[config.mk]
export PLATFORM = sky130hd
export DESIGN_NAME = vsp_cmd_queue
export DESIGN_NICKNAME = d
export VERILOG_FILES = /design/src/rtl/vsp_pkg.sv /design/src/rtl/vsp_cmd_queue.sv
export SDC_FILE = /design/constraint.sdc
export NUM_CORES = 1
export LEC_CHECK = 0
export BUFFER_PORTS_ARGS = -buffer_cell sky130_fd_sc_hd__buf_2
export CAP_MARGIN = 0
export CORE_MARGIN = 2
export CORE_UTILIZATION = 40
export DETAILED_ROUTE_END_ITERATION = 12
export GPL_TIMING_DRIVEN = 0
export MAX_ROUTING_LAYER = met4
export SLEW_MARGIN = 20
export SYNTH_ARGS = -nofsm -noshare
export SYNTH_HDL_FRONTEND = slang
export SYNTH_SLANG_ARGS = --single-unit
[constraint.sdc]
create_clock -name clk_i -period 7.2 [get_ports clk_i]
set_clock_uncertainty 0.05 [all_clocks]
set_input_delay 1.08 -clock clk_i [delete_from_list [all_inputs] [get_ports clk_i]]
set_output_delay 1.08 -clock clk_i [all_outputs]
set_load 0.05 [all_outputs]
[src/rtl/vsp_pkg.sv]
`default_nettype none

package vsp_pkg;

  // fixed field widths
  localparam int unsigned SAMPLE_W    = 16;
  localparam int unsigned FRAC_BITS   = 16;
  localparam int unsigned ADDR_W      = 16;
  localparam int unsigned TABLE_DEPTH = 1 << ADDR_W;
  localparam int unsigned LEN_W       = 17;
  localparam int unsigned SPEED_W     = 20;
  localparam int unsigned POS_W       = 34;
  localparam int unsigned IPART_W     = POS_W - FRAC_BITS;
  localparam int unsigned OPCODE_W    = 2;
  localparam int unsigned CFG_IDX_W   = 2;
  localparam int unsigned CFG_DATA_W  = LEN_W;
  localparam int unsigned PROD_W      = FRAC_BITS + SAMPLE_W + 2;

  typedef enum logic [OPCODE_W-1:0] {
    OP_WRITE   = 2'd0,
    OP_TICK    = 2'd1,
    OP_RESTART = 2'd2
  } opcode_e;

  typedef enum logic [CFG_IDX_W-1:0] {
    CFG_LENGTH = 2'd0,
    CFG_WRAP   = 2'd1,
    CFG_START  = 2'd2
  } cfg_index_e;

  typedef enum logic [1:0] {
    CMD_WRITE   = 2'd0,
    CMD_INTERP  = 2'd1,
    CMD_REPEAT  = 2'd2,
    CMD_SILENCE = 2'd3
  } cmd_kind_e;

  // one classified request handed from front to back
  typedef struct packed {
    cmd_kind_e             kind;
    logic [ADDR_W-1:0]     addr0;
    logic [ADDR_W-1:0]     addr1;
    logic                  v0;
    logic                  v1;
    logic [FRAC_BITS-1:0]  frac;
    logic [SAMPLE_W-1:0]   wdata;
  } cmd_t;

endpackage

`default_nettype wire

[src/rtl/vsp_cmd_queue.sv]
`default_nettype none

module vsp_cmd_queue import vsp_pkg::*; (
  input  logic clk_i,
  input  logic rst_ni,
  input  logic push_i,
  input  cmd_t data_i,
  output logic full_o,
  input  logic pop_i,
  output cmd_t data_o,
  output logic empty_o
);

  localparam int unsigned Depth = 2;
  localparam int unsigned PtrW  = $clog2(Depth);
  localparam int unsigned CntW  = $clog2(Depth + 1);

  cmd_t            mem_q [Depth];
  logic [PtrW-1:0] wr_ptr_q, rd_ptr_q;
  logic [CntW-1:0] cnt_q;
  logic            do_push, do_pop;

  assign full_o  = (cnt_q == CntW'(Depth));
  assign empty_o = (cnt_q == '0);
  assign do_push = push_i && !full_o;
  assign do_pop  = pop_i && !empty_o;
  assign data_o  = mem_q[rd_ptr_q];

  always_ff @(posedge clk_i) begin
    if (do_push) begin
      mem_q[wr_ptr_q] <= data_i;
    end
  end

  always_ff @(posedge clk_i or negedge rst_ni) begin
    if (!rst_ni) begin
      wr_ptr_q <= '0;
      rd_ptr_q <= '0;
      cnt_q    <= '0;
    end else begin
      if (do_push) begin
        wr_ptr_q <= wr_ptr_q + PtrW'(1);
      end
      if (do_pop) begin
        rd_ptr_q <= rd_ptr_q + PtrW'(1);
      end
      if (do_push && !do_pop) begin
        cnt_q <= cnt_q + CntW'(1);
      end else if (do_pop && !do_push) begin
        cnt_q <= cnt_q - CntW'(1);
      end
    end
  end

endmodule

`default_nettype wire

Yosys cells after proc, flatten, opt, wreduce, memory -nomap -nowiden. Memories as Yosys holds them, arrays and structs flattened. Cells that the tools add are included. Widths: inputs -> output; s select.

Input bits: 72. Flip-flop bits (word level): 4. Memories: 1. Memory bits (writable): 136. Logic and storage cells: 23. Output and inout bits: 70.

Multiplexer cells: 4. Equal/unequal tests: 1. Add/sub/neg operators: 4. Reduce and logical (&&, ||, !) cells: 10.

Memory list: mem_q (words 2, bits a word 68, read ports 1, clocked after memory_dff 0, write ports 1, RTL line vsp_cmd_queue.sv:18) `cmd_t mem_q [Depth];`.

Operator list (count): $logic_and 1x1->1 (4); $logic_not 1->1 (4); $mux 2 (2); $add 1x1->1 const B (2); $add 2x1->2 const B (1); $eq 2x2->1 const B (1); $logic_not 2->1 (1); $mux 1 (2); $reduce_bool 2->1 (1); $sub 2x1->2 const B (1).

Longest topological paths before layout. Gate-level depths: netlist (run 1).

Depth after elaboration: 7. Mapped depth: 7. Depth with buffers taken out: 7.

Worst setup path after synthesis (run 1). Ideal clock, no wire load.

Kind: input to register. From: in push_i. To: mem mem_q[0][0] in the netlist's numbering, enable pin. Stages on the path: 2. Arrival: 4.010 ns. Slack: 2.646 ns. Required time: 6.656 ns. Cells stage by stage: nand2_1 -> nor2_1.

Cells in the longest elaborated chain, start to end: 3.

RTL lines: start: declaration (RTL line vsp_cmd_queue.sv:6) `input logic push_i,`; $logic_and 1x1->1 (RTL line vsp_cmd_queue.sv:25) `assign do_push = push_i && !full_o;`; $mux 1 (RTL line vsp_cmd_queue.sv:30) `if (do_push) begin`; $mux 1 (implied by the code) (RTL line vsp_cmd_queue.sv:31) `mem_q[wr_ptr_q] <= data_i;`; end: declaration (RTL line vsp_cmd_queue.sv:18).

Every way passes these cells.

==> results of run 1 <==
==> layer usage <==
metal	global-route usage	routed length, µm
met5	-	0
met4	0.0633	123
met3	0.0535	621
met2	0.224	4470
met1	0.167	3820
==> per-stage QoR <==
step / total power, mW / util / worst slack, ns
global placement: 2.54 / 0.483 / 0.723
CTS: 3.51 / 0.542 / 4.26
finish: 3.46 / 0.542 / 4.31
detailed placement: 2.58 / 0.492 / 4.64
global route: 3.61 / 0.542 / 4.19
floorplan: 2.25 / - / 2.65
==> critical path: stages, from the launching register on <==
cell,delay [ns]
dfrtp_1,0.33
buf_6,0.12
buf_2,0.30
mux2_2,0.38
buf_2,0.22
==> flip-flops by register name, summed over array words and instances, names as in the netlist <==
| signal | cells |
|---|---|
| wr_ptr_q | 1 |
| cnt_q | 2 |
| mem_q | 136 |
| rd_ptr_q | 1 |
==> report_power, final <==
part           switching (mW)  internal [mW]
sequential             0.0441           1.11
combinational           0.971          0.412
clock                   0.311          0.610
total                    1.33           2.14
==> path summary, 6_finish.rpt <==
| path | startpoint | to | cells past startpoint | slack (ns) |
|---|---|---|---|---|
| setup / recovery | rd_ptr_q$_DFFE_PN0P_ | data_o[21] | 4 | 4.31 |
| hold / removal | rst_ni | cnt_q[1]$_DFFE_PN0P_ | 1 | 0.42 |
| setup reg to reg | cnt_q[0]$_DFFE_PN0P_ | mem_q[0][26]$_DFFE_PP_ | 5 | 5.25 |
| hold reg to reg | cnt_q[1]$_DFFE_PN0P_ | cnt_q[1]$_DFFE_PN0P_ | 1 | 0.49 |
| max in group asynchronous | rst_ni | wr_ptr_q$_DFFE_PN0P_ | 1 | 6.56 |
| min in group clk_i | cnt_q[1]$_DFFE_PN0P_ | cnt_q[1]$_DFFE_PN0P_ | 1 | 0.49 |
==> cell families after synthesis <==
group / synth area share
AOI/OAI and AO/OA: 0.000972
xor gates and xnor gates: 0.00851
adders and majority gates: 0.00243
buffers and inverters: 0.0136
DFF: 0.813
muxes: 0.156
and+or+nand+nor: 0.00535
==> area by class of cell <==
class                      count  area (µm²)
buffer                         8        62.6
inverter                       2        7.51
sequential                   140        4180
multi-input combinational     81         905
timing repair buffer         145         808
fill                        1038        5760
tap                          172         215
clock inverter                13         198
clock buffer                  19         433
==> layout by cell type, fill, tap and decap left out, drive strengths merged <==
| master | n |
|---|---|
| dfrtp | 4 |
| inv | 2 |
| nor2 | 3 |
| xor2 | 2 |
| nand2b | 1 |
| nand2 | 1 |
| buf | 153 |
| xnor2 | 3 |
| ha | 1 |
| mux2 | 68 |
| o21ai | 1 |
| clkinvlp | 2 |
| edfxtp | 136 |
| clkbuf | 19 |
| and3 | 1 |
| bufinv | 5 |
| clkinv | 6 |
==> flow_summary.toml, run 1 <==
[place]
post-place-cells = 548
place_area_um2 = 6180
port_buffers = 141
gp_congestion = 0.690
dpl.hpwl_mm = 6.03

[critical_path]
startpoint_type = "flip-flop"
worstPathMaxFanout = 10
worstPathArrival_ns = 1.76
crit_type = "flip-flop to output pin"
end_kind = "output pin"
required_ns = 6.07

[outcome]
outcome = "complete, no violations"

[clock_tree]
clkTransAtPathRegs_ns = 0.06
cts_made_buffers = 17
clock_latency_ns = 0.41
htree_levels = 4
cts_tree = "yes"
cts-root-buf = "clkbuf_16"
cts_resized = 0
postCtsSetupBuffers = 0
postCtsHoldBufs = 0
cts.sinks = 140
cts_buffer_depth = 2

[routing]
dr.pass1.iters = 4
num_vias = 2654
wirelength_mm = 9.03
wl_per_cell_um = 15.6
drtIter0Drc = 136
drcViolationCount = 0
vias_per_cell = 4.58
ant_nets = 0

[floorplanning]
die_h_um = 117
dieArea_um2 = 13800
core_um2 = 12600
die_w_um = 117
initial_core_util = 0.409
rows = 41
num_io_pins = 142

[final_layout]
drive_gt1_frac = 0.618
antenna_cells = 0
final_nets = 468
fin_area_um2 = 6810
area_growth_pct = 32.4
stdcell_count = 580

[grt]
grt_pass1_vias = 2861
antenna_found_initial = 0
grt_pass1_wl_mm = 14.4
grtUsageTotal = 0.143
grt_overflow = 0
grt_max_degree = 39

[synthesis]
yosys_most_used_dff = "edfxtp_1"
syn_avg_cell_area_um2 = 22.3
netlist_instances = 231
synth_edf_count = 136
syn_area_um2 = 5150
seq_area_frac_synth = 0.813
yosysMostFrequentCell = "edfxtp_1"
synth_cell_types = 16
synth_top_area_frac = 0.794
yosys-top-cells-area = "edfxtp_1 79%, mux2_2 13%, mux2_4 2.9%, dfrtp_1 1.9%, xnor2_1 0.51%"
ys_ff_latch = 140
synth_top_cells_by_count = "136 x edfxtp_1, 58 x mux2_2, 10 x mux2_4"
async_flop_share = 0.0286
yosys_warnings = 0
netlist.top_cell.by_area = "edfxtp_1"
synth_fp_nets = 304

[timing]
fin_crit_sh = 0.402
max_freq_mhz = 346
final.setup.tns_ns = 0
setup_viol = 0
hold-worst-slack_ns = 0.418
tightest_slew_ns = 0.543
slew_headroom = 0.637
maxSlewViolCount = 0
final-hold-violation-count = 0
grt_setup_unrepaired = "false"
post-route-min-period_ns = 2.89

[run]
cap_violations = 0

[pwr]
p_leak_nw = 2.62
power_density_nw_per_um2 = 508
ir_drop_mv = 0.222

[worst_hold_path]
worstHoldPathType = "input pin to async pin"
Power figures use the tool's default switching activity.
==> run 2: changes to the inputs <==
--- a/config.mk
+++ b/config.mk
@@ -5,6 +5,7 @@
 export SDC_FILE = /design/constraint.sdc
 export NUM_CORES = 1
 export LEC_CHECK = 0
+export ABC_AREA = 1
 export BUFFER_PORTS_ARGS = -buffer_cell sky130_fd_sc_hd__buf_2
 export CAP_MARGIN = 0
 export CORE_MARGIN = 2
@@ -12,6 +13,7 @@
 export DETAILED_ROUTE_END_ITERATION = 12
 export GPL_TIMING_DRIVEN = 0
 export MAX_ROUTING_LAYER = met4
+export PLACE_DENSITY = 0.66
 export SLEW_MARGIN = 20
 export SYNTH_ARGS = -nofsm -noshare
 export SYNTH_HDL_FRONTEND = slang
==> constraint.sdc (replaced) <==
create_clock -name clk_i -period 2.64 [get_ports clk_i]
set_clock_uncertainty 0.05 [all_clocks]
set_input_delay 0.396 -clock clk_i [delete_from_list [all_inputs] [get_ports clk_i]]
set_output_delay 0.396 -clock clk_i [all_outputs]
set_load 0.05 [all_outputs]
==> run 2 against run 1 <==
  * Critical path depth increased by 3
  * Critical path type unchanged
  * Sequential power increased to 2.7 times the previous value
  * Final area increased by 0.53%
  * Combinational power increased to 3.0 times the previous value
  * Highest routed layer unchanged
  * Clock power increased to 2.6 times the previous value
  * Routed wire length increased by 15%
  * Core utilization increased by 0.067 points
  * Setup slack got worse by 3.8 ns
  * Final cell count increased by 27%
  * Largest cell class unchanged
  * Register-to-register slack got worse by 4.5 ns
  * Sequential cell count unchanged
==> flow_summary.toml, run 2 <==
[critical_path]
required_ns = 2.19
r2r-start = "cnt_q[1]$_DFFE_PN0P_"
cp_slowest_cell = "dfrtp_1"
crit_type = "flip-flop to output pin"
r2r-end = "mem_q[1][16]$_DFFE_PP_"
worstPathMaxFanout = 10
r2r_slack_ns = 0.75
crit_path_cell_trace = "buf_4 > inv_4 > buf_6 > buf_6 > nand2_1 > nand2_1 > buf_2"
slowest_delay_ns = 0.36
r2r_cells = 5
worstPathArrival_ns = 1.70
startpoint_type = "flip-flop"
end_kind = "output pin"

[synthesis]
syn_avg_cell_area_um2 = 13.4
synth_xor_area_frac = 0.00169
synth_edf_count = 136
yosys_most_used_dff = "edfxtp_1"
synth-compound-area-share = 0.00193
ys_ff_latch = 140
netlist_instances = 387
async_flop_share = 0.0286
synth_top_family_by_area = "simple AND/OR/NAND/NOR gates"
netlist.top_cell.by_area = "edfxtp_1"
yosys-top-cells-area = "edfxtp_1 79%, nand2_1 15%, dfrtp_1 1.9%, buf_2 0.97%, buf_6 0.65%"
synth_cell_types = 15
yosys_warnings = 0
seq_area_frac_synth = 0.808
synth_fa_ha_area_frac = 0.00242
synthMuxAreaShare = 0
syn_area_um2 = 5180
synth_top_cells_by_count = "213 x nand2_1, 136 x edfxtp_1, 10 x buf_2"
yosysMostFrequentCell = "nand2_1"
synth_fp_nets = 460
synth_top_area_frac = 0.788
synthSimpleGateAreaFrac = 0.161

[final_layout]
final_common_cell = "nand2_1"
final_nets = 626
largest_reg_flops = 136
top_register = "mem_q"
area_growth_pct = 32.2
fin_area_um2 = 6850
final_core_util = 0.543
reg_top3 = "mem_q: 136 flops, cnt_q: 2 flops"
stdcell_count = 739
fillCellCount = 1100
layout_common_cells = "213 x nand2_1, 151 x buf_2, 136 x edfxtp_1"
drive_gt1_frac = 0.343

[routing]
num_vias = 3299
drtIter0Drc = 124
ant_nets = 0
wirelength_mm = 10.4
drcViolationCount = 0
wl_per_cell_um = 14.1
vias_per_cell = 4.46
dr.pass1.iters = 6

[place]
post-place-cells = 705
dpl.hpwl_mm = 6.98
dp_worst_setup_slack_ns = 0.716
port_buffers = 141
place_area_um2 = 6230
gp_congestion = 0.738

[timing]
tightest_slew_ns = 0.524
slew_headroom = 0.650
setup_ws_ns = 0.492
post-route-min-period_ns = 2.15
setup_viol = 0
final.setup.tns_ns = 0
hold-worst-slack_ns = 0.122
fin_crit_sh = 0.814
grt_setup_unrepaired = "false"
final-hold-violation-count = 0
maxSlewViolCount = 0
max_freq_mhz = 465

[clock_tree]
htree_levels = 4
cts-root-buf = "clkbuf_16"
cts_buffer_depth = 2
cts_tree = "yes"
cts_made_buffers = 17
cts.sinks = 140
clock_latency_ns = 0.41
clkTransAtPathRegs_ns = 0.06

[floorplanning]
dieArea_um2 = 13900
rows = 41
num_io_pins = 142
initial_core_util = 0.410
die_h_um = 118
core_um2 = 12600
die_w_um = 118

[grt]
grt_pass1_wl_mm = 16.5
grt_pass1_vias = 3287
grtUsageTotal = 0.161
grt_overflow = 0
grt_max_degree = 31
antenna_found_initial = 1

[run]
cap_violations = 0

[pwr]
p_leak_nw = 2.97
power_mw = 9.78
ir_drop_mv = 0.715
power_density_nw_per_um2 = 1430

[worst_hold_path]
hold_path_depth = 1
worstHoldPathType = "input pin to flip-flop"
hold_start = "data_i[37]"
holdPathEnd = "mem_q[1][37]$_DFFE_PP_"

[outcome]
outcome = "complete, no violations"
==> run 2: cell count changes in the layout (fill, tap and decap cells not counted), moves of 3 or more <==
| cell | delta |
|---|---|
| nand2_1 | +212 |
| mux2_4 | -10 |
| buf_2 | +5 |
| clkinvlp_4 | +3 |
| inv_1 | +4 |
| mux2_2 | -58 |
==> run 2: repair_timing <==
action,CTS,global route
resized for setup,0,0
buffers inserted,0,0
hold endpoints to repair,4,0
endpoints found under the setup margin,0,0
hold buffers,1,0
==> run 2: worst max-delay path, delay by kind of cell, from the launching register on <==
kind	cells	cell delay (ns)
simple gates	2	0.13
buf+inv	5	0.80
flops	1	0.36
==> run 2: worst max-delay path by stage <==
| stage | to | startpoint | slack [ns] |
|---|---|---|---|
| 2_1_floorplan | mem_q[0][0]$_DFFE_PP_ | cnt_q[0]$_DFFE_PN0P_ | 0.06 |
| 3_3_place_gp | mem_q[0][28]$_DFFE_PP_ | cnt_q[0]$_DFFE_PN0P_ | -0.16 |
| 3_5_place_dp | mem_q[1][18]$_DFFE_PP_ | cnt_q[1]$_DFFE_PN0P_ | 0.72 |
| 4_1_cts | data_o[35] | rd_ptr_q$_DFFE_PN0P_ | 0.44 |
| 5_1_grt | data_o[35] | rd_ptr_q$_DFFE_PN0P_ | 0.38 |
| 6_report | data_o[35] | rd_ptr_q$_DFFE_PN0P_ | 0.49 |
==> run 2: where the power goes <==
| group | internal (mW) | switching [mW] |
|---|---|---|
| Combinational | 0.919 | 3.28 |
| Sequential | 3.03 | 0.122 |
| Clock | 1.57 | 0.859 |
==> run 2: cell families (layout without fill, tap and decap cells) <==
kind of cell,Yosys count,count (layout)
AOI/OAI and AO/OA,2,2
xor gates and xnor gates,1,1
adders and majority gates,1,1
other,0,1
and+or+nand+nor,220,220
buffers and inverters,23,202
DFF,140,140
==> run 2: cell type report <==
type / instances / area, µm² / share of cell area
flip-flops and latches: 140 / 4180 / 0.611
inverters: 8 / 36.3 / 0.00530
clock inverters: 13 / 174 / 0.0254
repair buffers: 147 / 831 / 0.121
diodes: 1 / 2.50 / 0.000365
plain buffers: 15 / 98.8 / 0.0144
multi-input cells: 224 / 875 / 0.128
clock buffers: 19 / 433 / 0.0632
well taps: 172 / 215 / 0.0314
==> run 2: routing by layer <==
layer,wire [µm],vias to the layer above,global-route usage
li1,-,1638,-
met1,4420,1536,0.187
met2,5070,114,0.256
met3,813,11,0.0693
met4,89,0,0.0474
met5,0,-,-
