**config.mk**
```make
export PLATFORM = sky130hd
export DESIGN_NAME = vsp_front
export DESIGN_NICKNAME = d
export VERILOG_FILES = /design/src/rtl/vsp_pkg.sv /design/src/rtl/vsp_front.sv
export SDC_FILE = /design/constraint.sdc
export NUM_CORES = 1
export LEC_CHECK = 0
export BUFFER_PORTS_ARGS = -buffer_cell sky130_fd_sc_hd__buf_2
export CAP_MARGIN = 20
export CORE_MARGIN = 10
export CORE_UTILIZATION = 35
export CTS_CLUSTER_SIZE = 40
export DETAILED_ROUTE_END_ITERATION = 6
export SLEW_MARGIN = 10
export SYNTH_ARGS = -nofsm -noshare
export SYNTH_HDL_FRONTEND = slang
export SYNTH_SLANG_ARGS = --single-unit
```
**constraint.sdc**
```tcl
create_clock -name clk_i -period 3.7 [get_ports clk_i]
set_input_delay 0.37 -clock clk_i [delete_from_list [all_inputs] [get_ports clk_i]]
set_output_delay 0.37 -clock clk_i [all_outputs]
set_load 0.02 [all_outputs]
```
**src/rtl/vsp_pkg.sv**
```systemverilog
`default_nettype none

package vsp_pkg;

  // fixed field widths
  localparam int unsigned SAMPLE_W    = 16;
  localparam int unsigned FRAC_BITS   = 16;
  localparam int unsigned ADDR_W      = 16;
  localparam int unsigned TABLE_DEPTH = 1 << ADDR_W;
  localparam int unsigned LEN_W       = 17;
  localparam int unsigned SPEED_W     = 20;
  localparam int unsigned POS_W       = 34;
  localparam int unsigned IPART_W     = POS_W - FRAC_BITS;
  localparam int unsigned OPCODE_W    = 2;
  localparam int unsigned CFG_IDX_W   = 2;
  localparam int unsigned CFG_DATA_W  = LEN_W;
  localparam int unsigned PROD_W      = FRAC_BITS + SAMPLE_W + 2;

  typedef enum logic [OPCODE_W-1:0] {
    OP_WRITE   = 2'd0,
    OP_TICK    = 2'd1,
    OP_RESTART = 2'd2
  } opcode_e;

  typedef enum logic [CFG_IDX_W-1:0] {
    CFG_LENGTH = 2'd0,
    CFG_WRAP   = 2'd1,
    CFG_START  = 2'd2
  } cfg_index_e;

  typedef enum logic [1:0] {
    CMD_WRITE   = 2'd0,
    CMD_INTERP  = 2'd1,
    CMD_REPEAT  = 2'd2,
    CMD_SILENCE = 2'd3
  } cmd_kind_e;

  // one classified request handed from front to back
  typedef struct packed {
    cmd_kind_e             kind;
    logic [ADDR_W-1:0]     addr0;
    logic [ADDR_W-1:0]     addr1;
    logic                  v0;
    logic                  v1;
    logic [FRAC_BITS-1:0]  frac;
    logic [SAMPLE_W-1:0]   wdata;
  } cmd_t;

endpackage

`default_nettype wire

```
**src/rtl/vsp_front.sv**
```systemverilog
`default_nettype none

module vsp_front import vsp_pkg::*; (
  input  logic                        clk_i,
  input  logic                        rst_ni,
  input  logic                        push_i,
  input  logic                        q_full_i,
  input  logic [OPCODE_W-1:0]         opcode_i,
  input  logic [ADDR_W-1:0]           table_address_i,
  input  logic signed [SAMPLE_W-1:0]  table_sample_i,
  input  logic signed [SPEED_W-1:0]   speed_i,
  input  logic                        cfg_we_i,
  input  logic [CFG_IDX_W-1:0]        cfg_index_i,
  input  logic [CFG_DATA_W-1:0]       cfg_data_i,
  output cmd_t                        cmd_o,
  output logic                        cmd_push_o
);

  localparam logic [LEN_W-1:0] LenMax = LEN_W'(TABLE_DEPTH);

  logic [LEN_W-1:0]           len_q;
  logic                       wrap_q;
  logic [ADDR_W-1:0]          start_q;
  logic [LEN_W-1:0]           len_sat;
  logic signed [POS_W-1:0]    pos_q, pos_d;
  logic signed [POS_W-1:0]    speed_ext, len_fx, start_fx;
  logic signed [IPART_W-1:0]  ipart, ipart1;
  logic                       fwd, active, accept;

  // length saturates to 1 .. table depth
  always_comb begin
    if (cfg_data_i == '0) begin
      len_sat = LEN_W'(1);
    end else if (cfg_data_i > LenMax) begin
      len_sat = LenMax;
    end else begin
      len_sat = cfg_data_i;
    end
  end

  always_ff @(posedge clk_i or negedge rst_ni) begin
    if (!rst_ni) begin
      len_q   <= LenMax;
      wrap_q  <= 1'b0;
      start_q <= '0;
    end else if (cfg_we_i) begin
      unique case (cfg_index_e'(cfg_index_i))
        CFG_LENGTH: len_q   <= len_sat;
        CFG_WRAP:   wrap_q  <= cfg_data_i[0];
        CFG_START:  start_q <= cfg_data_i[ADDR_W-1:0];
        default: ;
      endcase
    end
  end

  assign accept    = push_i && !q_full_i;
  assign speed_ext = {{(POS_W-SPEED_W){speed_i[SPEED_W-1]}}, speed_i};
  assign len_fx    = {{(POS_W-LEN_W-FRAC_BITS){1'b0}}, len_q, {FRAC_BITS{1'b0}}};
  assign start_fx  = {{(POS_W-ADDR_W-FRAC_BITS){1'b0}}, start_q, {FRAC_BITS{1'b0}}};
  assign fwd       = !speed_i[SPEED_W-1];
  assign active    = fwd ? (pos_q < len_fx) : (pos_q > $signed(POS_W'(0)));
  assign ipart     = pos_q[POS_W-1:FRAC_BITS];
  assign ipart1    = ipart + $signed(IPART_W'(1));

  always_comb begin
    pos_d      = pos_q;
    cmd_push_o = 1'b0;
    cmd_o.kind  = CMD_SILENCE;
    cmd_o.addr0 = ipart[ADDR_W-1:0];
    cmd_o.addr1 = ipart1[ADDR_W-1:0];
    cmd_o.v0    = !ipart[IPART_W-1] && (ipart[IPART_W-2:0] < len_q);
    cmd_o.v1    = !ipart1[IPART_W-1] && (ipart1[IPART_W-2:0] < len_q);
    cmd_o.frac  = pos_q[FRAC_BITS-1:0];
    cmd_o.wdata = table_sample_i;
    if (accept) begin
      unique case (opcode_e'(opcode_i))
        OP_WRITE: begin
          cmd_push_o  = 1'b1;
          cmd_o.kind  = CMD_WRITE;
          cmd_o.addr0 = table_address_i;
        end
        OP_RESTART: begin
          pos_d = start_fx;
        end
        OP_TICK: begin
          cmd_push_o = 1'b1;
          if (active) begin
            cmd_o.kind = CMD_INTERP;
            pos_d      = pos_q + speed_ext;
          end else if (wrap_q) begin
            cmd_o.kind = CMD_REPEAT;
            pos_d      = fwd ? '0 : len_fx;
          end else begin
            cmd_o.kind = CMD_SILENCE;
          end
        end
        default: ;
      endcase
    end
  end

  always_ff @(posedge clk_i or negedge rst_ni) begin
    if (!rst_ni) begin
      pos_q <= '0;
    end else begin
      pos_q <= pos_d;
    end
  end

endmodule

`default_nettype wire

```
* Yosys cells after proc, flatten, opt, wreduce, memory -nomap -nowiden *
Cells that the tools add are included.

storage, ports and cells
  flip-flop bits (word level) = 68
  input bits = 78
  output and inout bits = 69
  logic and storage cells = 45

cells by class
  $add $sub $neg = 2
  $lt $le $gt $ge = 5
  eq/ne operators = 5
  muxes and demuxes = 14
  reduce and logical (&&, ||, !) cells = 15

operator list
  cell                                                                    number
  34-bit 2-to-1 mux                                                       2
  34-bit case mux with 2 select lines                                     1
  34-bit by 20-bit adder with 34-bit output                               1
  34-bit by 1-bit > comparator with 1-bit output (second input constant)  1
  17-bit less-than comparator                                             2
  34-bit less-than comparator                                             1
  17-bit 2-to-1 mux                                                       2
  33-bit 2-to-1 mux                                                       1
  18-bit by 2-bit adder with 18-bit output (second input constant)        1
  18-bit 2-to-1 mux                                                       1
  17-bit > comparator (second input constant)                             1
  17-bit zero test                                                        1
  16-bit 2-to-1 mux                                                       1
  2-bit AND reduction                                                     3
  2-bit by 1-bit equality test with 1-bit output (second input constant)  2
  2-bit equality test (second input constant)                             2
  2-bit zero test                                                         2
  1-bit 2-to-1 mux                                                        4
  2-bit case mux with 2 select lines                                      1
  1-bit logical AND                                                       3
  1-bit zero test                                                         3
  3-bit != test (second input constant)                                   1
  3-bit AND reduction                                                     1
  2-bit 2-to-1 mux                                                        1
  2 further kinds                                                         2

* Depth between registers and ports, before layout *
Gate-level depths: netlist of the first run.

  word-level depth = 5
  depth in mapped cells = 13

* Worst setup path after synthesis of the first run *
OpenSTA, ideal clock, no wires.

  path kind = reg2out
  start point = register pos_q[18]
  end point = output port cmd_o[32] (netlist name)
  arrival time = 2766 ps
  required time = 3330 ps
  setup slack = 564 ps
  cell stages (with the launch flop) = 13
  buffers on the path = 1
  cells stage by stage = dfrtp_1 -> clkbuf_1 -> nand3_1 -> nor3_1 -> nand3_1 -> nor2_1 -> nand2_1 -> xnor2_1 -> ha_1 -> nor2b_1 -> o21ai_0 -> nand3_1 -> nor2_1

RTL lines
  what                    line              text
  start, declared         vsp_front.sv:25   logic signed [POS_W-1:0] pos_q, pos_d;
  start signal, assigned  vsp_front.sv:106  pos_q <= pos_d;
  end, declared           vsp_front.sv:15   output cmd_t cmd_o,

==> impl_metrics.json, run 1 <==
{
  "status": "finished clean",
  "ant_nets": 0,
  "rrSetupSlack_ns": 0.51,
  "synth_area_leader_cell": "dfrtp_1",
  "hold_class": "in -> async",
  "synth_ff_type": "dfrtp_1",
  "clock_latency_ns": 0.35,
  "worstSetupPathDepth": 13,
  "path_class": "reg -> out",
  "fmax_mhz": 292.0,
  "clock_skew_ns": 0.008264,
  "ys_warn_count": 0,
  "synth_top_cell_area_share_pct": 27.31,
  "syn_inst": 693,
  "path_buf_inv": 2,
  "slew_violations": 0,
  "ys_top_cells_by_area": "dfrtp_1 (27%), ha_1 (14%), mux2_2 (5.3%), buf_4 (4.0%), nand2_1 (3.7%)",
  "finalHoldWorstSlack_ns": 0.1064,
  "die_area_sq_um": 23240,
  "setup_viol": 0,
  "avgRoutedWirePerCell_um": 19.27,
  "end_kind": "output port",
  "place.gp.congestion": 0.8966,
  "nFillCells": 1749,
  "drt-total-wl_um": 19520,
  "async_flop_share_pct": 100.0,
  "cts.sinks": 68,
  "syn_to_final_growth_pct": 16.49,
  "start_util_pct": 35.62,
  "dp_hpwl_um": 15770,
  "ys_seq_elements": 68,
  "antennaDiodeCount": 0,
  "fp-row-count": 48,
  "cpLargestDelayFamily": "compound AO/OA/AOI/OAI gates",
  "crit_top_cell": "ha_1",
  "cts_tree": "built",
  "gr-total-overflow": 0,
  "worstPathCellList": "inv_1 -> ha_1 -> ha_1 -> a21boi_0 -> o21a_1 -> o21ai_0 -> a21oi_1 -> o211ai_1 -> nand2_1 -> a31oi_1 -> nor3_1 -> nor2_1 -> buf_2",
  "final_nets": 929,
  "worst_ep_required_time_ns": 3.33,
  "placement.io_buffers": 114,
  "synth_edf_count": 0,
  "arrival_ns": 3.05,
  "crit_path_start_kind": "flip-flop",
  "firstDrtPassIters": 5,
  "timing.rr.end": "pos_q[30]$_DFFE_PN0P_",
  "h-tree-depth": 3,
  "endpoint": "cmd_o[32]",
  "hold_viol": 0,
  "cts_setup_buffers": 0,
  "setup-tns-final_ns": 0,
  "syn-num-nets": 839,
  "tightest_slew_ns": 0.9120,
  "grt_first_pass_wirelength_um": 30710,
  "core-area_sq_um": 17240,
  "numCtsBuffers": 9,
  "ir_worst_vdd_mv": 0.3743,
  "drc": 0,
  "grtUsageTotal_pct": 16.29,
  "worstRegToRegCells": 12,
  "seq_area_frac_synth_pct": 27.74,
  "drive_gt1_share_pct": 26.52,
  "synth_area_per_cell_sq_um": 8.860,
  "grt_max_degree": 50,
  "cts.reportedPaths.clkPinSlew_ns": 0.06,
  "root_buffer": "clkbuf_16",
  "vias_per_cell": 5.490,
  "power-per-cell-area_nw_per_um2": 798.6,
  "cp_max_fo": 6,
  "die_x_um": 152.4,
  "yosysUniqueCellTypes": 71,
  "clockBufferDepth": 2,
  "power.leakage_nw": 3.317,
  "fin_util_pct": 41.49,
  "min_period_ns": 3.424,
  "drv_cap": 0,
  "first_global_vias": 5484,
  "cpPeakStageDelay_ns": 0.47,
  "crit_start": "pos_q[17]$_DFFE_PN0P_",
  "critPathSlowestCell": "dfrtp_1",
  "grt_antenna_before_repair": 1,
  "max_slew_margin_pct": 39.02,
  "synth_area_sq_um": 6140,
  "die_h_um": 152.4,
  "min_period_over_period_pct": 92.55,
  "drtIter0Drc": 444,
  "io_pins": 147,
  "worstReg2RegStart": "len_q[11]$_DFFE_PN0P_",
  "via_count": 5561
}
==> cell type report <==
cell class,instances,area (sq um),area share [%]
multi-input combinational,538,3996,55.88
sequential,68,1707,23.86
tap,225,281.5,3.936
inverter,33,123.9,1.732
clock buffer,10,229.0,3.202
timing repair buffer,133,725.7,10.15
clock inverter,6,88.84,1.242
==> cells in the mapped netlist (all sizes together) (13+ instances only) <==
| library cell | count |
|---|---|
| dfrtp | 67 |
| ha | 67 |
| nand2 | 61 |
| o21ai | 45 |
| nor2 | 44 |
| a21oi | 43 |
| buf | 40 |
| inv | 33 |
| mux2 | 29 |
| xnor2 | 25 |
| a22o | 19 |
| nand3 | 19 |
| xor2 | 15 |
| clkbuf | 14 |
| nor4 | 13 |
==> placed cells by master, fill, tap and decap left out, drive strengths merged, types with 3 or more instances in the layout <==
master	count
and3	4
inv	33
o211ai	10
a22o	19
nand2b	11
nor3	10
nor2	44
o21a	4
nor2b	10
a211o	3
a31oi	7
a211oi	5
o21ai	45
xnor2	25
nand3b	5
a222oi	7
o21bai	3
o22ai	3
o41ai	5
mux2i	3
a21o	7
ha	67
nand4	11
a221oi	3
mux2	29
clkbuf	10
nor4	13
nand3	19
and4	3
a21oi	43
nand2	61
o31ai	12
or2	5
dfrtp	67
xor2	15
buf	133
==> cells by family (layout without fill, tap and decap cells) <==
family / after synthesis / in the layout / share of synthesized area, %
AO/OA/AOI/OAI: 194 / 194 / 22.50
AND/OR/NAND/NOR: 203 / 203 / 16.53
flip-flops: 68 / 68 / 27.74
multiplexers: 32 / 32 / 5.808
adder cells (fa/ha/maj): 69 / 69 / 14.14
buffers and inverters: 87 / 182 / 7.581
XOR/XNOR: 40 / 40 / 5.706
==> worst register-to-register path: cells and delay by family, from the launching register on <==
family	cells	cell delay [ns]
buffers and inverters	2	0.30
and+or+nand+nor	3	0.62
DFF	1	0.39
AOI/OAI and AO/OA	6	1.46
adders and majority gates	1	0.30
==> what timing repair did <==
action                                  in CTS  in global routing
endpoints found under the setup margin       0                  3
resized for setup                            0                  7
hold buffers                                 0                  0
==> worst min-delay path by stage <==
| stage | to | slack, ns | cells past startpoint |
|---|---|---|---|
| finish | pos_q[2]$_DFFE_PN0P_ | 0.11 | 1 |
| global route | pos_q[2]$_DFFE_PN0P_ | 0.16 | 1 |
| CTS | pos_q[2]$_DFFE_PN0P_ | 0.12 | 1 |
| floorplan | len_q[0]$_DFFE_PN0P_ | 0.07 | 0 |
| detailed placement | start_q[0]$_DFFE_PN0P_ | 0.48 | 2 |
| global placement | start_q[0]$_DFFE_PN0P_ | 0.48 | 2 |
==> metrics by stage <==
| stage | cells | power, W | cell area, sq um | worst slack (ns) |
|---|---|---|---|---|
| 2_1_floorplan | 693 | 0.003734 | 6140 | 0.5644 |
| 3_3_place_gp | 997 | 0.004736 | 6812 | 0.3584 |
| 3_5_place_dp | 997 | 0.004753 | 6812 | 0.3626 |
| 4_1_cts | 1013 | 0.005711 | 7129 | 0.08335 |
| 5_1_grt | 1013 | 0.006184 | 7152 | -0.008921 |
| 6_report | 1013 | 0.005711 | 7152 | 0.2755 |
==> routing by layer <==
layer | part of all wire (%) | GRT usage (%)
met1 | 45 | 20.90
met2 | 47 | 26.62
met3 | 6.0 | 3.415
met4 | 1.8 | 5.268
met5 | 0.067 | 0
==> state kept, by name, summed over array words and instances (netlist names) <==
name     count
pos_q       34
len_q       17
start_q     16
wrap_q       1
==> power by group <==
group,switching (W),internal [W]
Combinational,0.00209,0.00141
Clock,0.000351,0.000590
Sequential,0.000312,0.000960
Total,0.00275,0.00296
No activity file was read; power rests on OpenSTA's default activity.
==> run 2, diff against run 1 <==
--- a/config.mk
+++ b/config.mk
@@ -11,6 +11,7 @@
 export CORE_UTILIZATION = 35
 export CTS_CLUSTER_SIZE = 40
 export DETAILED_ROUTE_END_ITERATION = 6
+export PLACE_DENSITY = 0.6
 export SLEW_MARGIN = 10
 export SYNTH_ARGS = -nofsm -noshare
 export SYNTH_HDL_FRONTEND = slang
==> constraint.sdc (replaced) <==
create_clock -name clk_i -period 3.2 [get_ports clk_i]
set_input_delay 0.32 -clock clk_i [delete_from_list [all_inputs] [get_ports clk_i]]
set_output_delay 0.32 -clock clk_i [all_outputs]
set_load 0.02 [all_outputs]
==> run 2 against run 1 <==
Clock power rose by 18%. Combinational power grew 29%. Routed wire length grew 2.9%. Die area unchanged. Clock skew increased by 0.0028 ns. Cell count grew 3.6%. Clock-buffer cell count down 1. Via count is 4.2% higher. Critical path depth unchanged. Worst hold slack better by 0.11 ns. Critical endpoint unchanged. Largest power group unchanged. Highest routed layer is now met4.
==> impl_metrics.json, run 2 (synthesized netlist as in run 1, its figures left out) <==
{
  "crit_path_start_kind": "flip-flop",
  "worst_ep_required_time_ns": 2.88,
  "antennaDiodeCount": 0,
  "slew_violations": 0,
  "grt_first_pass_wirelength_um": 31530,
  "drt-total-wl_um": 20090,
  "arrival_ns": 2.81,
  "clock_skew_ns": 0.01110,
  "largest_register_ffs": 34,
  "fmax_mhz": 320.0,
  "ant_nets": 0,
  "gr-total-overflow": 0,
  "avgRoutedWirePerCell_um": 19.15,
  "p_int_w": 0.003722,
  "min_period_ns": 3.125,
  "h-tree-depth": 3,
  "fp-row-count": 48,
  "path_class": "reg -> out",
  "layout_commonest_cell": "buf_2",
  "power-per-cell-area_nw_per_um2": 929.9,
  "drv_cap": 0,
  "grt_max_degree": 33,
  "cts.sinks": 68,
  "nFillCells": 1681,
  "cp_max_fo": 6,
  "syn_to_final_growth_pct": 23.66,
  "p_sw_w": 0.003338,
  "drc": 0,
  "first_global_vias": 5798,
  "drive_gt1_share_pct": 33.37,
  "setup-tns-final_ns": 0,
  "drtIter0Drc": 369,
  "tightest_slew_ns": 0.8867,
  "p_seq_share_pct": 20.5,
  "clock_latency_ns": 0.35,
  "cpPeakStageDelay_ns": 0.46,
  "ir_worst_vdd_mv": 0.3882,
  "clkPwrFrac_pct": 15.8,
  "firstDrtPassIters": 5,
  "hold_viol": 0,
  "vias_per_cell": 5.522,
  "root_buffer": "clkbuf_16",
  "status": "finished clean",
  "finalHoldWorstSlack_ns": 0.2155,
  "dp_cells": 1017,
  "final_cell_mix": "buf_2 (113), ha_1 (65), nand2_1 (61), dfrtp_1 (57), buf_4 (52)",
  "hold_class": "in -> reg",
  "min_period_over_period_pct": 97.66,
  "die_x_um": 152.4,
  "end_kind": "output port",
  "setup_viol": 0,
  "start_util_pct": 35.62,
  "stdcell_count": 1049,
  "power.leakage_nw": 3.532,
  "io_pins": 147,
  "placement.io_buffers": 114,
  "core-area_sq_um": 17240,
  "die_area_sq_um": 23240,
  "critPathSlowestCell": "dfrtp_2",
  "grt_antenna_before_repair": 0,
  "via_count": 5793,
  "clockBufferDepth": 2,
  "place.gp.congestion": 0.8895,
  "grtUsageTotal_pct": 16.58,
  "worstPathCellList": "inv_2 -> ha_2 -> ha_1 -> a21boi_0 -> o21a_1 -> o21ai_1 -> a21oi_1 -> o211ai_1 -> nand2_1 -> a31oi_2 -> nor3_1 -> nor2_1 -> buf_4",
  "die_h_um": 152.4,
  "comb_power_share_pct": 63.7,
  "numCtsBuffers": 9,
  "final_nets": 965,
  "max_slew_margin_pct": 40.71,
  "max_flop_register": "pos_q",
  "switching_share_pct": 47.28,
  "fin_util_pct": 44.05,
  "dp_hpwl_um": 16140,
  "cts_tree": "built",
  "top_regs": "pos_q: 34 flops, len_q: 17 flops, start_q: 16 flops",
  "cts.reportedPaths.clkPinSlew_ns": 0.07,
  "rsz0062_at_grt": "true"
}
## run 2: cell types whose count changed in the layout (fill, tap and decap cells not counted), sizes merged
cell         delta
buf            +35
inv             +2
clkbuf          -1
clkinvlp        -1
dlygate4sd3     +1
## run 2: repair_timing
| item | in CTS | in global routing |
|---|---|---|
| endpoints found under the hold margin | 13 | 0 |
| setup buffers | 0 | 15 |
| setup endpoints to repair | 3 | 16 |
| gates resized for setup | 10 | 33 |
| cloned | 0 | 0 |
| pin swaps | 0 | 7 |
| hold buffers | 1 | 0 |
## run 2: power by group through the flow
stage	logic, W	registers [W]	clock network [W]
after floorplan	0.00297	0.00135	0
after global placement	0.00414	0.00145	0
after detailed placement	0.00416	0.00146	0
after CTS	0.00421	0.00145	0.00113
after global routing	0.00495	0.00148	0.00116
final	0.00450	0.00145	0.00111
## run 2: path summary, 6_finish.rpt
kind | from | end | slack (ns) | depth (start not counted)
setup / recovery | pos_q[17]$_DFFE_PN0P_ | cmd_o[32] | 0.07 | 13
hold / removal | cfg_data_i[12] | len_q[12]$_DFFE_PN0P_ | 0.22 | 2
setup reg to reg | len_q[11]$_DFFE_PN0P_ | pos_q[20]$_DFFE_PN0P_ | 0.20 | 12
hold reg to reg | len_q[12]$_DFFE_PN0P_ | len_q[12]$_DFFE_PN0P_ | 0.51 | 1
max in group asynchronous | rst_ni | pos_q[27]$_DFFE_PN0P_ | 1.95 | 3
min in group asynchronous | rst_ni | pos_q[3]$_DFFE_PN0P_ | 0.42 | 2
## run 2: layout make-up
type,count,area (sq um),area share [%]
flip-flops and latches,68,1715,22.59
clock inverters,7,98.84,1.302
multi-input cells,538,4121,54.28
inverters,33,123.9,1.632
well taps,225,281.5,3.708
repair buffers,169,1026,13.51
clock buffers,9,225.2,2.966
## run 2: critical path: cells and delay by family, from the launching register on
kind | cells | cell delay, ns
adders and majority gates | 2 | 0.56
AOI/OAI and AO/OA | 6 | 0.89
and+or+nand+nor | 3 | 0.29
DFF | 1 | 0.46
buffers and inverters | 2 | 0.27
## run 2: stage by stage
step	setup WS (ns)	area, sq um	total power, W
2_1_floorplan	0.1144	6140	0.004317
3_3_place_gp	0.06879	6987	0.005591
3_5_place_dp	0.03217	6987	0.005621
4_1_cts	-0.02983	7351	0.006796
5_1_grt	-0.06602	7592	0.007593
6_report	0.07500	7592	0.007060
## run 2: metal layers
| layer | GRT usage [%] | routed length (um) |
|---|---|---|
| met5 | 0 | 0 |
| met4 | 5.858 | 538 |
| met3 | 3.048 | 887 |
| met2 | 27.88 | 9642 |
| met1 | 20.73 | 9019 |
==> run 3, diff against run 2 <==
--- a/config.mk
+++ b/config.mk
@@ -9,6 +9,7 @@
 export CAP_MARGIN = 20
 export CORE_MARGIN = 10
 export CORE_UTILIZATION = 35
+export CTS_BUF_LIST = sky130_fd_sc_hd__clkbuf_4 sky130_fd_sc_hd__clkbuf_8
 export CTS_CLUSTER_SIZE = 40
 export DETAILED_ROUTE_END_ITERATION = 6
 export PLACE_DENSITY = 0.6
==> run 3 against run 2 <==
Fmax fell by 0.37%. Clock skew barely moved. Cell count rose by 0.19%. First-iteration DRC count rose by 8.1%. Critical path depth did not move. Sequential power barely moved. Global-route usage did not move. Sequential share of layout area rose by 0.38 points. Clock power fell by 24%. Largest cell class unchanged.
==> impl_metrics.json, run 3 (synthesized netlist as in run 1, its figures left out) <==
{
  "status": "finished clean",
  "max_flop_register": "pos_q",
  "place_ws_ns": 0.03217,
  "root_buffer": "clkbuf_8",
  "placement.io_buffers": 114,
  "min_period_over_period_pct": 98.01,
  "arrival_ns": 2.82,
  "first_global_vias": 5774,
  "gr-total-overflow": 0,
  "grtUsageTotal_pct": 16.58,
  "tightest_slew_ns": 0.8926,
  "ir_worst_vdd_mv": 0.3925,
  "top_regs": "pos_q: 34 flops, len_q: 17 flops, start_q: 16 flops",
  "power-per-cell-area_nw_per_um2": 905.8,
  "final_cell_mix": "buf_2 (113), ha_1 (66), nand2_1 (61), dfrtp_1 (57), buf_4 (54)",
  "syn_to_final_growth_pct": 21.60,
  "grt_max_degree": 33,
  "fmax_mhz": 318.8,
  "power.leakage_nw": 3.487,
  "cts.reportedPaths.clkPinSlew_ns": 0.09,
  "p_seq_share_pct": 21.3,
  "start_util_pct": 35.62,
  "final_nets": 967,
  "cts_tree": "built",
  "place.gp.congestion": 0.8895,
  "cpLargestDelayFamily": "compound AO/OA/AOI/OAI gates",
  "avgRoutedWirePerCell_um": 19.10,
  "p_int_w": 0.003472,
  "die_x_um": 152.4,
  "die_area_sq_um": 23240,
  "worst_slack_ns": 0.06355,
  "io_pins": 147,
  "switching_share_pct": 48.66,
  "cp_max_fo": 4,
  "fin_util_pct": 43.31,
  "drv_cap": 0,
  "crit_path_start_kind": "flip-flop",
  "firstDrtPassIters": 7,
  "clockBufferDepth": 2,
  "drtIter0Drc": 399,
  "vias_per_cell": 5.506,
  "clock_skew_ns": 0.01073,
  "path_buf_inv": 2,
  "grt_antenna_before_repair": 0,
  "min_period_ns": 3.136,
  "rsz0062_at_grt": "true",
  "cpPeakStageDelay_ns": 0.43,
  "drive_gt1_share_pct": 32.81,
  "worst_ep_required_time_ns": 2.88,
  "core-area_sq_um": 17240,
  "largest_register_ffs": 34,
  "worstPathCellList": "inv_2 -> ha_1 -> ha_1 -> a21boi_0 -> o21a_1 -> o21ai_1 -> a21oi_1 -> o211ai_1 -> nand2_1 -> a31oi_2 -> nor3_1 -> nor2_1 -> buf_4",
  "crit_top_cell": "ha_1",
  "comb_power_share_pct": 66.2,
  "max_slew_margin_pct": 40.31,
  "drt-total-wl_um": 20070,
  "clock_latency_ns": 0.37,
  "critPathSlowestCell": "dfrtp_1",
  "clkPwrFrac_pct": 12.5,
  "antennaDiodeCount": 0,
  "drc": 0,
  "die_h_um": 152.4,
  "hold_viol": 0,
  "ant_nets": 0,
  "dp_hpwl_um": 16140,
  "grt_first_pass_wirelength_um": 31430,
  "via_count": 5787,
  "hold_class": "in -> reg",
  "end_kind": "output port",
  "slew_violations": 0,
  "setup_viol": 0,
  "h-tree-depth": 3,
  "p_sw_w": 0.003291,
  "fp-row-count": 48,
  "layout_commonest_cell": "buf_2",
  "cts.sinks": 68,
  "path_class": "reg -> out",
  "numCtsBuffers": 9
}
## run 3: worst register-to-register path: cells and delay by family (launching register included)
| family | cells | cell delay, ns |
|---|---|---|
| AOI/OAI and AO/OA | 5 | 1.32 |
| adders and majority gates | 1 | 0.30 |
| buffers and inverters | 3 | 0.44 |
| DFF | 1 | 0.38 |
| and+or+nand+nor | 3 | 0.47 |
## run 3: final timing paths
path | start | end | slack (ns) | depth (start not counted)
setup / recovery | pos_q[16]$_DFFE_PN0P_ | cmd_o[32] | 0.06 | 13
hold / removal | cfg_data_i[12] | len_q[12]$_DFFE_PN0P_ | 0.18 | 2
setup reg to reg | len_q[11]$_DFFE_PN0P_ | pos_q[18]$_DFFE_PN0P_ | 0.18 | 12
hold reg to reg | start_q[0]$_DFFE_PN0P_ | start_q[0]$_DFFE_PN0P_ | 0.52 | 2
max in group asynchronous | rst_ni | pos_q[27]$_DFFE_PN0P_ | 1.98 | 3
min in group asynchronous | rst_ni | pos_q[3]$_DFFE_PN0P_ | 0.39 | 2
## run 3: power by group through the flow
stage / Clock [W] / Combinational [W] / Sequential [W]
floorplan: 0 / 0.00297 / 0.00135
global placement: 0 / 0.00414 / 0.00145
detailed placement: 0 / 0.00416 / 0.00146
CTS: 0.000859 / 0.00421 / 0.00145
global route: 0.000889 / 0.00493 / 0.00147
finish: 0.000845 / 0.00447 / 0.00144
## run 3: cell type report
| type | count | area (sq um) |
|---|---|---|
| clock buffers | 9 | 123.9 |
| clock inverters | 7 | 98.84 |
| fillers | 1685 | 9771 |
| inverters | 33 | 123.9 |
| multi-input cells | 538 | 4081 |
| flip-flops and latches | 68 | 1715 |
| well taps | 225 | 281.5 |
| repair buffers | 171 | 1041 |
## run 3: timing repair
action | CTS | global route
hold buffers | 1 | 0
gates resized for setup | 10 | 27
buffers inserted | 0 | 17
pin swaps | 0 | 9
hold endpoints to repair | 13 | 0
setup endpoints to repair | 4 | 15
## run 3: routing by layer
layer / global-route usage [%] / wire length, um / up-vias
li1: - / - / 2801
met1: 20.68 / 9035 / 2775
met2: 27.69 / 9565 / 183
met3: 3.246 / 973 / 28
met4: 6.085 / 498 / 0
met5: 0 / 0 / -
## run 3: stage by stage
stage | std cells | hold WS (ns) | TNS [ns] | total power (W) | cell area (sq um)
finish | 1051 | 0.1850 | 0 | 0.006763 | 7466
global route | 1051 | 0.1859 | -0.1595 | 0.007293 | 7466
CTS | 1034 | 0.1759 | -0.07200 | 0.006516 | 7249
detailed placement | 1017 | 0.2674 | 0 | 0.005621 | 6987
global placement | 1017 | 0.2636 | 0 | 0.005591 | 6987
floorplan | 693 | 0.02441 | 0 | 0.004317 | 6140
